### src/bfr_pkg.sv
// Shared constants, codes and types for the buffer frame replacement block.
package bfr_pkg;

    localparam int NUM_FRAMES = 16;
    localparam int PAGE_BITS  = 16;
    localparam int PIN_BITS   = 8;

    localparam int IDX_W  = $clog2(NUM_FRAMES);
    localparam int FILL_W = $clog2(NUM_FRAMES + 1);

    localparam logic [PIN_BITS-1:0] PIN_MAX = {PIN_BITS{1'b1}};

    localparam int REQ_W       = 2;
    localparam int STATUS_W    = 3;
    localparam int FIDX_OUT_W  = 4;
    localparam int PAGE_OUT_W  = 16;
    localparam int PIN_OUT_W   = 8;
    localparam int CNT_W       = 32;
    localparam int CFG_FRAMES_W = 5;
    localparam int CFG_IDX_W   = 8;
    localparam int CFG_DATA_W  = 8;
    localparam int OUT_BITS    = STATUS_W + FIDX_OUT_W + 2 + PAGE_OUT_W + PIN_OUT_W + 2 * CNT_W;
    localparam int OUT_W       = ((OUT_BITS + 7) / 8) * 8;

    localparam logic [REQ_W-1:0] REQ_PIN   = 2'd0;
    localparam logic [REQ_W-1:0] REQ_UNPIN = 2'd1;
    localparam logic [REQ_W-1:0] REQ_DIRTY = 2'd2;

    localparam logic [STATUS_W-1:0] ST_HIT      = 3'd0;
    localparam logic [STATUS_W-1:0] ST_LOADED   = 3'd1;
    localparam logic [STATUS_W-1:0] ST_NO_FRAME = 3'd2;
    localparam logic [STATUS_W-1:0] ST_NOT_RES  = 3'd3;
    localparam logic [STATUS_W-1:0] ST_ZERO_PIN = 3'd4;

    localparam logic [CFG_IDX_W-1:0] CFG_FRAMES_IN_USE = 8'd0;
    localparam logic [CFG_IDX_W-1:0] CFG_POLICY        = 8'd1;

    localparam logic [1:0] FS_INC   = 2'd0;
    localparam logic [1:0] FS_DEC   = 2'd1;
    localparam logic [1:0] FS_DIRTY = 2'd2;
    localparam logic [1:0] FS_LOAD  = 2'd3;

    typedef struct packed {
        logic                 en;
        logic [1:0]           op;
        logic [IDX_W-1:0]     idx;
        logic [PAGE_BITS-1:0] tag;
    } fs_cmd_t;

    typedef struct packed {
        logic                 valid;
        logic                 dirty;
        logic [PIN_BITS-1:0]  pins;
        logic [PAGE_BITS-1:0] tag;
    } fs_rd_t;

    typedef struct packed {
        logic             en;
        logic [IDX_W-1:0] pos;
    } ol_cmd_t;

endpackage

### src/bfr_frame_store.sv
// Per-frame tag, valid, dirty and pin count storage with one read port.
module bfr_frame_store (
    input  logic                       clk,
    input  logic                       rst_n,
    input  logic [bfr_pkg::IDX_W-1:0]  rd_idx,
    output bfr_pkg::fs_rd_t            rd,
    input  bfr_pkg::fs_cmd_t           cmd
);
    import bfr_pkg::*;

    logic [PAGE_BITS-1:0] tag_reg   [NUM_FRAMES];
    logic                 valid_reg [NUM_FRAMES];
    logic                 valid_next[NUM_FRAMES];
    logic                 dirty_reg [NUM_FRAMES];
    logic                 dirty_next[NUM_FRAMES];
    logic [PIN_BITS-1:0]  pins_reg  [NUM_FRAMES];
    logic [PIN_BITS-1:0]  pins_next [NUM_FRAMES];

    assign rd.valid = valid_reg[rd_idx];
    assign rd.dirty = dirty_reg[rd_idx];
    assign rd.pins  = pins_reg[rd_idx];
    assign rd.tag   = tag_reg[rd_idx];

    always_comb
    begin
        for (int i = 0; i < NUM_FRAMES; i++)
        begin
            valid_next[i] = valid_reg[i];
            dirty_next[i] = dirty_reg[i];
            pins_next[i]  = pins_reg[i];
        end
        if (cmd.en)
        begin
            case (cmd.op)
                FS_INC:
                begin
                    if (pins_reg[cmd.idx] != PIN_MAX)
                    begin
                        pins_next[cmd.idx] = pins_reg[cmd.idx] + 1'b1;
                    end
                end
                FS_DEC:
                begin
                    if (pins_reg[cmd.idx] != '0)
                    begin
                        pins_next[cmd.idx] = pins_reg[cmd.idx] - 1'b1;
                    end
                end
                FS_DIRTY:
                begin
                    dirty_next[cmd.idx] = 1'b1;
                end
                default:
                begin
                    valid_next[cmd.idx] = 1'b1;
                    dirty_next[cmd.idx] = 1'b0;
                    pins_next[cmd.idx]  = PIN_BITS'(1);
                end
            endcase
        end
    end

    always_ff @(posedge clk or negedge rst_n)
    begin
        if (!rst_n)
        begin
            for (int i = 0; i < NUM_FRAMES; i++)
            begin
                valid_reg[i] <= 1'b0;
                dirty_reg[i] <= 1'b0;
                pins_reg[i]  <= '0;
            end
        end
        else
        begin
            for (int i = 0; i < NUM_FRAMES; i++)
            begin
                valid_reg[i] <= valid_next[i];
                dirty_reg[i] <= dirty_next[i];
                pins_reg[i]  <= pins_next[i];
            end
        end
    end

    always_ff @(posedge clk)
    begin
        if (cmd.en && cmd.op == FS_LOAD)
        begin
            tag_reg[cmd.idx] <= cmd.tag;
        end
    end

endmodule

### src/bfr_order_list.sv
// Replacement order list with one read port and a move-to-front operation.
module bfr_order_list (
    input  logic                       clk,
    input  logic                       rst_n,
    input  logic [bfr_pkg::IDX_W-1:0]  rd_pos,
    output logic [bfr_pkg::IDX_W-1:0]  rd_frame,
    input  bfr_pkg::ol_cmd_t           cmd
);
    import bfr_pkg::*;

    logic [IDX_W-1:0] order_reg [NUM_FRAMES];
    logic [IDX_W-1:0] order_next[NUM_FRAMES];

    assign rd_frame = order_reg[rd_pos];

    always_comb
    begin
        for (int p = 0; p < NUM_FRAMES; p++)
        begin
            order_next[p] = order_reg[p];
        end
        if (cmd.en)
        begin
            order_next[0] = order_reg[cmd.pos];
            for (int p = 1; p < NUM_FRAMES; p++)
            begin
                if (IDX_W'(p) <= cmd.pos)
                begin
                    order_next[p] = order_reg[p-1];
                end
            end
        end
    end

    always_ff @(posedge clk or negedge rst_n)
    begin
        if (!rst_n)
        begin
            for (int p = 0; p < NUM_FRAMES; p++)
            begin
                order_reg[p] <= IDX_W'(p);
            end
        end
        else
        begin
            for (int p = 0; p < NUM_FRAMES; p++)
            begin
                order_reg[p] <= order_next[p];
            end
        end
    end

endmodule

### src/buffer_frame_replacement_top.sv
// Top level: request sequencer, counters and stream ports of the frame manager.
// A request is accepted only while the sequencer is idle; the tag scan visits every frame in turn.
// Hits and refusals go from the decide state to the output state, which registers the result beat;
// loads pass the load and move states; LRU hits first search the order list for the hit frame,
// full-pool misses for an unpinned victim. Output holds while an older beat waits on m_tready.
// Reset is asynchronous: all frames become empty, order list identity, counters zero.
module buffer_frame_replacement_top (
    input  logic                             clk,
    input  logic                             rst_n,
    input  logic                             s_tvalid,
    output logic                             s_tready,
    input  logic [15:0]                      s_tdata,  // page_num
    input  logic [1:0]                       s_tuser,  // req_type
    output logic                             m_tvalid,
    input  logic                             m_tready,
    // status, frame_index, need_writeback, evict_valid, evicted_page, pin_count,
    // reads_done, writes_done, zero fill
    output logic [bfr_pkg::OUT_W-1:0]        m_tdata,
    input  logic                             cfg_valid,
    output logic                             cfg_ready,
    input  logic [bfr_pkg::CFG_IDX_W-1:0]    cfg_index,
    input  logic [bfr_pkg::CFG_DATA_W-1:0]   cfg_data
);
    import bfr_pkg::*;

    localparam logic [2:0] S_IDLE    = 3'd0;
    localparam logic [2:0] S_SCAN    = 3'd1;
    localparam logic [2:0] S_DECIDE  = 3'd2;
    localparam logic [2:0] S_FINDPOS = 3'd3;
    localparam logic [2:0] S_VICTIM  = 3'd4;
    localparam logic [2:0] S_LOAD    = 3'd5;
    localparam logic [2:0] S_MOVE    = 3'd6;
    localparam logic [2:0] S_OUT     = 3'd7;

    localparam logic [IDX_W-1:0] LAST_IDX = IDX_W'(NUM_FRAMES - 1);

    logic [2:0]              state_reg, state_next;
    logic [REQ_W-1:0]        req_reg, req_next;
    logic [PAGE_BITS-1:0]    page_reg, page_next;
    logic [IDX_W-1:0]        cnt_reg, cnt_next;
    logic                    hit_reg, hit_next;
    logic [IDX_W-1:0]        hit_frame_reg, hit_frame_next;
    logic [IDX_W-1:0]        pos_reg, pos_next;
    logic [STATUS_W-1:0]     status_reg, status_next;
    logic [IDX_W-1:0]        frame_reg, frame_next;
    logic [PIN_BITS-1:0]     pins_reg, pins_next;
    logic                    wb_reg, wb_next;
    logic                    ev_reg, ev_next;
    logic [PAGE_BITS-1:0]    evpage_reg, evpage_next;
    logic [FILL_W-1:0]       filled_reg, filled_next;
    logic [CNT_W-1:0]        rd_cnt_reg, rd_cnt_next;
    logic [CNT_W-1:0]        wr_cnt_reg, wr_cnt_next;
    logic [CFG_FRAMES_W-1:0] cfg_frames_reg;
    logic                    cfg_policy_reg;
    logic                    m_tvalid_reg, m_tvalid_next;
    logic [OUT_W-1:0]        m_tdata_reg, m_tdata_next;

    logic [FILL_W-1:0]       limit;
    logic [IDX_W-1:0]        fs_rd_idx;
    fs_rd_t                  fs_rd;
    fs_cmd_t                 fs_cmd;
    logic [IDX_W-1:0]        ol_rd_pos;
    logic [IDX_W-1:0]        ol_rd_frame;
    ol_cmd_t                 ol_cmd;
    logic                    in_fire;

    bfr_frame_store u_frames (
        .clk    (clk),
        .rst_n  (rst_n),
        .rd_idx (fs_rd_idx),
        .rd     (fs_rd),
        .cmd    (fs_cmd)
    );

    bfr_order_list u_order (
        .clk      (clk),
        .rst_n    (rst_n),
        .rd_pos   (ol_rd_pos),
        .rd_frame (ol_rd_frame),
        .cmd      (ol_cmd)
    );

    assign s_tready  = (state_reg == S_IDLE);
    assign in_fire   = s_tvalid && s_tready;
    assign cfg_ready = 1'b1;
    assign m_tvalid  = m_tvalid_reg;
    assign m_tdata   = m_tdata_reg;

    always_comb
    begin
        if (cfg_frames_reg == '0)
        begin
            limit = FILL_W'(1);
        end
        else if (32'(cfg_frames_reg) > NUM_FRAMES)
        begin
            limit = FILL_W'(NUM_FRAMES);
        end
        else
        begin
            limit = FILL_W'(cfg_frames_reg);
        end
    end

    always_comb
    begin
        state_next     = state_reg;
        req_next       = req_reg;
        page_next      = page_reg;
        cnt_next       = cnt_reg;
        hit_next       = hit_reg;
        hit_frame_next = hit_frame_reg;
        pos_next       = pos_reg;
        status_next    = status_reg;
        frame_next     = frame_reg;
        pins_next      = pins_reg;
        wb_next        = wb_reg;
        ev_next        = ev_reg;
        evpage_next    = evpage_reg;
        filled_next    = filled_reg;
        rd_cnt_next    = rd_cnt_reg;
        wr_cnt_next    = wr_cnt_reg;
        m_tvalid_next  = m_tvalid_reg && !m_tready;
        m_tdata_next   = m_tdata_reg;
        fs_rd_idx      = cnt_reg;
        ol_rd_pos      = cnt_reg;
        fs_cmd         = '{en: 1'b0, op: FS_INC, idx: hit_frame_reg, tag: page_reg};
        ol_cmd         = '{en: 1'b0, pos: pos_reg};

        unique case (state_reg)
            S_IDLE:
            begin
                if (in_fire)
                begin
                    req_next    = s_tuser;
                    page_next   = PAGE_BITS'(s_tdata);
                    cnt_next    = '0;
                    hit_next    = 1'b0;
                    wb_next     = 1'b0;
                    ev_next     = 1'b0;
                    evpage_next = '0;
                    state_next  = S_SCAN;
                end
            end
            S_SCAN:
            begin
                if (!hit_reg && fs_rd.valid && fs_rd.tag == page_reg)
                begin
                    hit_next       = 1'b1;
                    hit_frame_next = cnt_reg;
                end
                if (cnt_reg == LAST_IDX)
                begin
                    state_next = S_DECIDE;
                end
                else
                begin
                    cnt_next = cnt_reg + 1'b1;
                end
            end
            S_DECIDE:
            begin
                fs_rd_idx   = hit_frame_reg;
                frame_next  = hit_frame_reg;
                status_next = ST_HIT;
                state_next  = S_OUT;
                case (req_reg)
                    REQ_PIN:
                    begin
                        if (hit_reg)
                        begin
                            fs_cmd.en = 1'b1;
                            fs_cmd.op = FS_INC;
                            pins_next = (fs_rd.pins == PIN_MAX) ? PIN_MAX
                                                                : fs_rd.pins + 1'b1;
                            if (cfg_policy_reg)
                            begin
                                cnt_next   = '0;
                                state_next = S_FINDPOS;
                            end
                        end
                        else if (filled_reg < limit)
                        begin
                            pos_next    = IDX_W'(filled_reg);
                            filled_next = filled_reg + 1'b1;
                            state_next  = S_LOAD;
                        end
                        else
                        begin
                            cnt_next   = IDX_W'(filled_reg - FILL_W'(1));
                            state_next = S_VICTIM;
                        end
                    end
                    REQ_UNPIN:
                    begin
                        if (!hit_reg)
                        begin
                            status_next = ST_NOT_RES;
                            frame_next  = '0;
                            pins_next   = '0;
                        end
                        else if (fs_rd.pins != '0)
                        begin
                            fs_cmd.en = 1'b1;
                            fs_cmd.op = FS_DEC;
                            pins_next = fs_rd.pins - 1'b1;
                        end
                        else
                        begin
                            status_next = ST_ZERO_PIN;
                            pins_next   = '0;
                        end
                    end
                    REQ_DIRTY:
                    begin
                        if (!hit_reg)
                        begin
                            status_next = ST_NOT_RES;
                            frame_next  = '0;
                            pins_next   = '0;
                        end
                        else
                        begin
                            fs_cmd.en = 1'b1;
                            fs_cmd.op = FS_DIRTY;
                            pins_next = fs_rd.pins;
                        end
                    end
                    default:
                    begin
                        status_next = ST_NOT_RES;
                        frame_next  = '0;
                        pins_next   = '0;
                    end
                endcase
            end
            S_FINDPOS:
            begin
                if (ol_rd_frame == hit_frame_reg || cnt_reg == LAST_IDX)
                begin
                    pos_next   = cnt_reg;
                    state_next = S_MOVE;
                end
                else
                begin
                    cnt_next = cnt_reg + 1'b1;
                end
            end
            S_VICTIM:
            begin
                fs_rd_idx = ol_rd_frame;
                if (fs_rd.pins == '0)
                begin
                    pos_next   = cnt_reg;
                    state_next = S_LOAD;
                end
                else if (cnt_reg == '0)
                begin
                    status_next = ST_NO_FRAME;
                    frame_next  = '0;
                    pins_next   = '0;
                    state_next  = S_OUT;
                end
                else
                begin
                    cnt_next = cnt_reg - 1'b1;
                end
            end
            S_LOAD:
            begin
                ol_rd_pos = pos_reg;
                fs_rd_idx = ol_rd_frame;
                if (fs_rd.valid)
                begin
                    ev_next     = 1'b1;
                    evpage_next = fs_rd.tag;
                    if (fs_rd.dirty)
                    begin
                        wb_next     = 1'b1;
                        wr_cnt_next = wr_cnt_reg + 1'b1;
                    end
                end
                rd_cnt_next = rd_cnt_reg + 1'b1;
                fs_cmd      = '{en: 1'b1, op: FS_LOAD, idx: ol_rd_frame, tag: page_reg};
                status_next = ST_LOADED;
                frame_next  = ol_rd_frame;
                pins_next   = PIN_BITS'(1);
                state_next  = S_MOVE;
            end
            S_MOVE:
            begin
                ol_cmd.en  = 1'b1;
                state_next = S_OUT;
            end
            S_OUT:
            begin
                if (!m_tvalid_reg || m_tready)
                begin
                    m_tvalid_next = 1'b1;
                    m_tdata_next  = {(OUT_W - OUT_BITS)'(0), wr_cnt_reg, rd_cnt_reg,
                                     PIN_OUT_W'(pins_reg), PAGE_OUT_W'(evpage_reg),
                                     ev_reg, wb_reg, FIDX_OUT_W'(frame_reg), status_reg};
                    state_next    = S_IDLE;
                end
            end
            default:
            begin
                state_next = S_IDLE;
            end
        endcase
    end

    always_ff @(posedge clk or negedge rst_n)
    begin
        if (!rst_n)
        begin
            state_reg      <= S_IDLE;
            filled_reg     <= '0;
            rd_cnt_reg     <= '0;
            wr_cnt_reg     <= '0;
            m_tvalid_reg   <= 1'b0;
            cfg_frames_reg <= CFG_FRAMES_W'(NUM_FRAMES);
            cfg_policy_reg <= 1'b0;
        end
        else
        begin
            state_reg    <= state_next;
            filled_reg   <= filled_next;
            rd_cnt_reg   <= rd_cnt_next;
            wr_cnt_reg   <= wr_cnt_next;
            m_tvalid_reg <= m_tvalid_next;
            if (cfg_valid && cfg_ready)
            begin
                if (cfg_index == CFG_FRAMES_IN_USE)
                begin
                    cfg_frames_reg <= cfg_data[CFG_FRAMES_W-1:0];
                end
                else if (cfg_index == CFG_POLICY)
                begin
                    cfg_policy_reg <= cfg_data[0];
                end
            end
        end
    end

    always_ff @(posedge clk)
    begin
        req_reg       <= req_next;
        page_reg      <= page_next;
        cnt_reg       <= cnt_next;
        hit_reg       <= hit_next;
        hit_frame_reg <= hit_frame_next;
        pos_reg       <= pos_next;
        status_reg    <= status_next;
        frame_reg     <= frame_next;
        pins_reg      <= pins_next;
        wb_reg        <= wb_next;
        ev_reg        <= ev_next;
        evpage_reg    <= evpage_next;
        m_tdata_reg   <= m_tdata_next;
    end

    // An accepted beat always starts the tag scan.
    a_accept_scan: assert property (@(posedge clk) disable iff (!rst_n)
        in_fire |=> state_reg == S_SCAN)
        else $error("accepted beat did not start the tag scan");

    // The fill count never passes the built number of frames.
    a_fill_bound: assert property (@(posedge clk) disable iff (!rst_n)
        filled_reg <= FILL_W'(NUM_FRAMES))
        else $error("fill count exceeds frame count");

    // A new result beat appears only from the output state.
    a_out_source: assert property (@(posedge clk) disable iff (!rst_n)
        $rose(m_tvalid_reg) |-> $past(state_reg) == S_OUT)
        else $error("result beat raised outside the output state");

    // A load always bumps the read counter by one.
    a_load_count: assert property (@(posedge clk) disable iff (!rst_n)
        state_reg == S_LOAD |=> rd_cnt_reg == $past(rd_cnt_reg) + 1'b1)
        else $error("page load did not advance the read counter");

endmodule
### config.mk
export PLATFORM = sky130hd
export DESIGN_NAME = buffer_frame_replacement_top
export DESIGN_NICKNAME = d
export VERILOG_FILES = /design/src/bfr_pkg.sv /design/src/bfr_frame_store.sv /design/src/bfr_order_list.sv /design/src/buffer_frame_replacement_top.sv
export SDC_FILE = /design/constraint.sdc
export NUM_CORES = 1
export LEC_CHECK = 0
export ABC_AREA = 0
export BUFFER_PORTS_ARGS = -buffer_cell sky130_fd_sc_hd__buf_2
export CAP_MARGIN = 20
export CELL_PAD_IN_SITES_DETAIL_PLACEMENT = 0
export CELL_PAD_IN_SITES_GLOBAL_PLACEMENT = 1
export CORE_MARGIN = 5
export CORE_UTILIZATION = 48
export CTS_BUF_LIST = sky130_fd_sc_hd__clkbuf_4
export DETAILED_ROUTE_END_ITERATION = 10
export MAX_ROUTING_LAYER = met4
export PLACE_DENSITY = 0.87
export SYNTH_ARGS = -nofsm -noshare
export SYNTH_HDL_FRONTEND = slang
export SYNTH_SLANG_ARGS = --single-unit
export TNS_END_PERCENT = 10
### constraint.sdc
create_clock -name clk -period 5.3 [get_ports clk]
set_input_delay 0.53 -clock clk [delete_from_list [all_inputs] [get_ports clk]]
set_output_delay 0.53 -clock clk [all_outputs]
set_load 0.005 [all_outputs]
==> metrics.md <==
| Metric | Value |
|---|---|
| Worst vdd ir | `0.631 mV` |
| Sw Ratio | `43.7%` |
| Area Overhead vs Synth | `19.2%` |
| Pwr per Cell Area | `673 nW/µm²` |
| Hold_sp | `s_tdata[14]` |
| Setup crit start kind | `flip-flop` |
| Initial antenna violation count | `2` |
| Synth Register Bits | `720` |
| Critical path's top delay family | `simple AND/OR/NAND/NOR gates` |
| Final ANT Viol Nets | `0` |
| RSZ-0062 raised after global routing | `true` |
| Pint | `15,900 µW` |
| Status | `complete, but fails checks` |
| Grt total ovfl | `0` |
| CP Class | `reg2reg` |
| Largest family of logic cells by synthesized area | `multiplexers` |
| Worst hold stages | `2` |
| CTS Buf Count | `185` |
| Combinational group share of total power | `55.3%` |
| Seq pwr share | `27.6%` |
| Crit path cell chain | `buf_4 -> mux4_2 -> or4_1 -> a21oi_2 -> buf_4 -> or4_4 -> o21ai_4 -> buf_12 -> buf_12 -> o311ai_0 -> a31o_1 -> o32ai_2 -> a211oi_4 -> buf_4 -> a21oi_4 -> a21oi_4 -> buf_12 -> nor4_4 -> buf_6 -> mux2_4` |
| Cell Rows | `99` |
| Commonest register cell after synthesis | `edfxtp_1` |
| Global-route wire length before repair | `152,000 µm` |
| Initial DRC count | `2,384` |
| GPL Wtd Cong | `0.967` |
| Yosys warnings | `0` |
| DR vias/cell | `5.88` |
| Reg2reg setup slack | `-50 ps` |
| Final WS setup | `-45.2 ps` |
| Via count of the routed design | `25,777` |
| Final period util | `101%` |
| Mean Syn Cell Area | `12.5 µm²` |
| Pleak | `0.0172 µW` |
| Crit path capture type | `flip-flop` |
| PortBufs | `134` |
| Worst hold endpoint | `page_reg[14]` |
| Post-synth EDFFs | `417` |
| Sequential area share after synthesis | `57.2%` |
| Commonest non-fill, non-tap cells in the layout | `edfxtp_1 (417), clkbuf_4 (280), dfrtp_1 (270)` |
| Wire per inst | `22.6 µm` |
| Endpoints failing setup | `7` |
| Slowest CP cell | `nor4_4` |
| Fin util | `57.6%` |
| Post-Synth Simple-Gate Area | `12.7%` |
| Crit Path Max Fanout | `24` |
| Crit path buffers/inverters | `7` |
| Post-synthesis xor/xnor area fraction | `2.36%` |
| Fmax achieved | `187 MHz` |
| Synth unique cells | `110` |
| Max cap viols | `0` |
| Die width | `281 µm` |
| CTS tree | `yes` |
| H-Tree Depth | `4` |
| Clk Tree Root Cell | `clkbuf_4` |
| Largest net degree at the start of global routing | `144` |
| Max FFs per register | `256` |
| Clock sinks | `720` |
| Setup WS pre-CTS | `-232 ps` |
| WP depth | `20` |
| Post-layout min period | `5350 ps` |
| Core area | `72,800 µm²` |
| CP Data Arrival Time | `6240 ps` |
| GRT Util Overall | `25.6%` |
| Fin. max-slew vios | `0` |
| Failing checks | `negative setup slack` |
| P_sw | `12,300 µW` |
| Worst-case clock skew | `80.7 ps` |
| Reg-to-reg startpoint | `cnt_reg[0]` |
| Initial cell density of the core | `48.3%` |
| Fin. Hold Viols | `0` |
| Die ar. | `78,900 µm²` |
| Residual DRC count | `0` |
| Critical Path RT | `6190 ps` |
| Worst relative slew slack | `32.7%` |
| Max clock buf depth | `3` |
| CP peak stage delay | `670 ps` |
| Initial DRT Pass Iterations | `6` |
| Post-synthesis compound-gate area fraction | `8.84%` |
| Clock Latency Late Sink | `1040 ps` |
| Clock slew at reported path FFs | `60 ps` |
| Gate Count Post-Synth | `2,807` |
| DIE HEIGHT | `281 µm` |
| Most common cell after layout, fill and taps aside | `edfxtp_1` |
| Worst-Margin Slew | `1010 ps` |
| Synthesized area | `35,200 µm²` |
| Multiplexer share of the synthesized area | `14.8%` |
| R2R Path End | `u_frames.pins_reg[108]` |
| Wirelength, routed | `99,200 µm` |
| Async set or reset register ratio after synthesis | `42.1%` |
| Hold/Removal Path Class | `in2reg` |
| Nets | `3,330` |
| IO Pins | `146` |
| Vias in the first global route | `25,902` |
| Clk network pwr share | `17.1%` |
| Post-synthesis adder-cell area fraction | `0.768%` |
| Share of layout cells above drive strength 1 | `30.9%` |
| R2r worst-path depth | `20` |
| Detailed placement HPWL | `66,300 µm` |
==> routing by layer <==
layer / vias up / share of wire (%) / track usage (%) / wire length (µm)
li1: 11562 / - / - / -
met1: 12888 / 42 / 33.5 / 41700
met2: 1100 / 48 / 40.6 / 47900
met3: 227 / 6.6 / 4.74 / 6580
met4: 0 / 3.1 / 8.84 / 3060
met5: - / 0 / - / 0
==> Yosys cell counts (all sizes together), types with 12 or more instances <==
master / number / area [µm²]
edfxtp: 417 / 12500
dfrtp: 270 / 6760
nand2: 257 / 975
mux2: 216 / 2670
mux2i: 208 / 2090
nand3: 178 / 901
nor2: 136 / 531
buf: 97 / 597
o21ai: 96 / 507
o211ai: 79 / 598
clkbuf: 78 / 294
inv: 74 / 278
xnor2: 64 / 561
a21oi: 63 / 323
and3: 42 / 268
nor4: 36 / 521
dfstp: 33 / 867
nand4: 31 / 194
xor2: 31 / 272
nor3: 30 / 150
or2: 23 / 144
or3: 23 / 149
and2: 21 / 131
ha: 20 / 250
mux4: 20 / 450
a211o: 19 / 175
a31oi: 19 / 119
a211oi: 16 / 155
nand2b: 15 / 93.8
or4: 14 / 113
a311oi: 13 / 114
a32oi: 13 / 114
a21o: 12 / 90.1
o22ai: 12 / 75.1
==> power groups by stage <==
stage,clock (µW),sequential [µW],combinational [µW]
floorplan,0,7670,9470
global route,5270,7870,16700
detailed placement,0,7860,15200
CTS,4940,7770,15300
finish,4820,7780,15600
global placement,0,7820,14900
==> how the worst max path moves through the flow <==
| stage | start | endpoint |
|---|---|---|
| 6_report | cnt_reg[0] | u_frames.pins_reg[108] |
| 5_1_grt | cnt_reg[0] | u_frames.pins_reg[86] |
| 3_5_place_dp | cnt_reg[0] | u_frames.pins_reg[26] |
| 4_1_cts | cnt_reg[0] | u_frames.pins_reg[62] |
| 2_1_floorplan | cnt_reg[0] | u_frames.tag_reg[10][0] |
| 3_3_place_gp | cnt_reg[0] | u_frames.pins_reg[106] |
==> logic make-up (layout without fill, tap and decap cells) <==
family | Yosys count | in the layout
AND/OR/NAND/NOR | 840 | 841
other | 2 | 11
adder cells (fa/ha/maj) | 21 | 21
XOR/XNOR | 95 | 95
flip-flops | 720 | 720
AO/OA/AOI/OAI | 436 | 436
multiplexers | 444 | 444
buffers and inverters | 249 | 858
==> stage by stage <==
stage               TNS (ps)  power (µW)  cell area (µm²)  instances  hold slack [ps]
floorplan             -56560       17100            35200       2813              234
global placement      -10090       22700            38700       3977              401
detailed placement    -10930       23000            38800       3981              406
CTS                    -1060       28100            41700       4359             99.1
global route           -7390       29800            41900       4384              131
finish                  -185       28200            42000       4385              217
==> final cells by class <==
cell class	count	area (µm²)
clock inverter	60	340
inverter	74	278
multi-input combinational	1845	14100
sequential	720	20100
timing repair buffer	444	3790
fill	5862	30900
clock buffer	280	2100
antenna	3	7.51
tap	959	1200
==> what timing repair did <==
| item | in CTS | in global routing |
|---|---|---|
| resized for setup | 9 | 4 |
| endpoints found under the setup margin | 85 | 227 |
| pin swaps | 4 | 9 |
| gates cloned | 0 | 1 |
| buffers inserted | 4 | 18 |
| hold buffers | 34 | 0 |
| hold endpoints to repair | 114 | 0 |
Note: power is estimated with default switching activity, not from simulation.
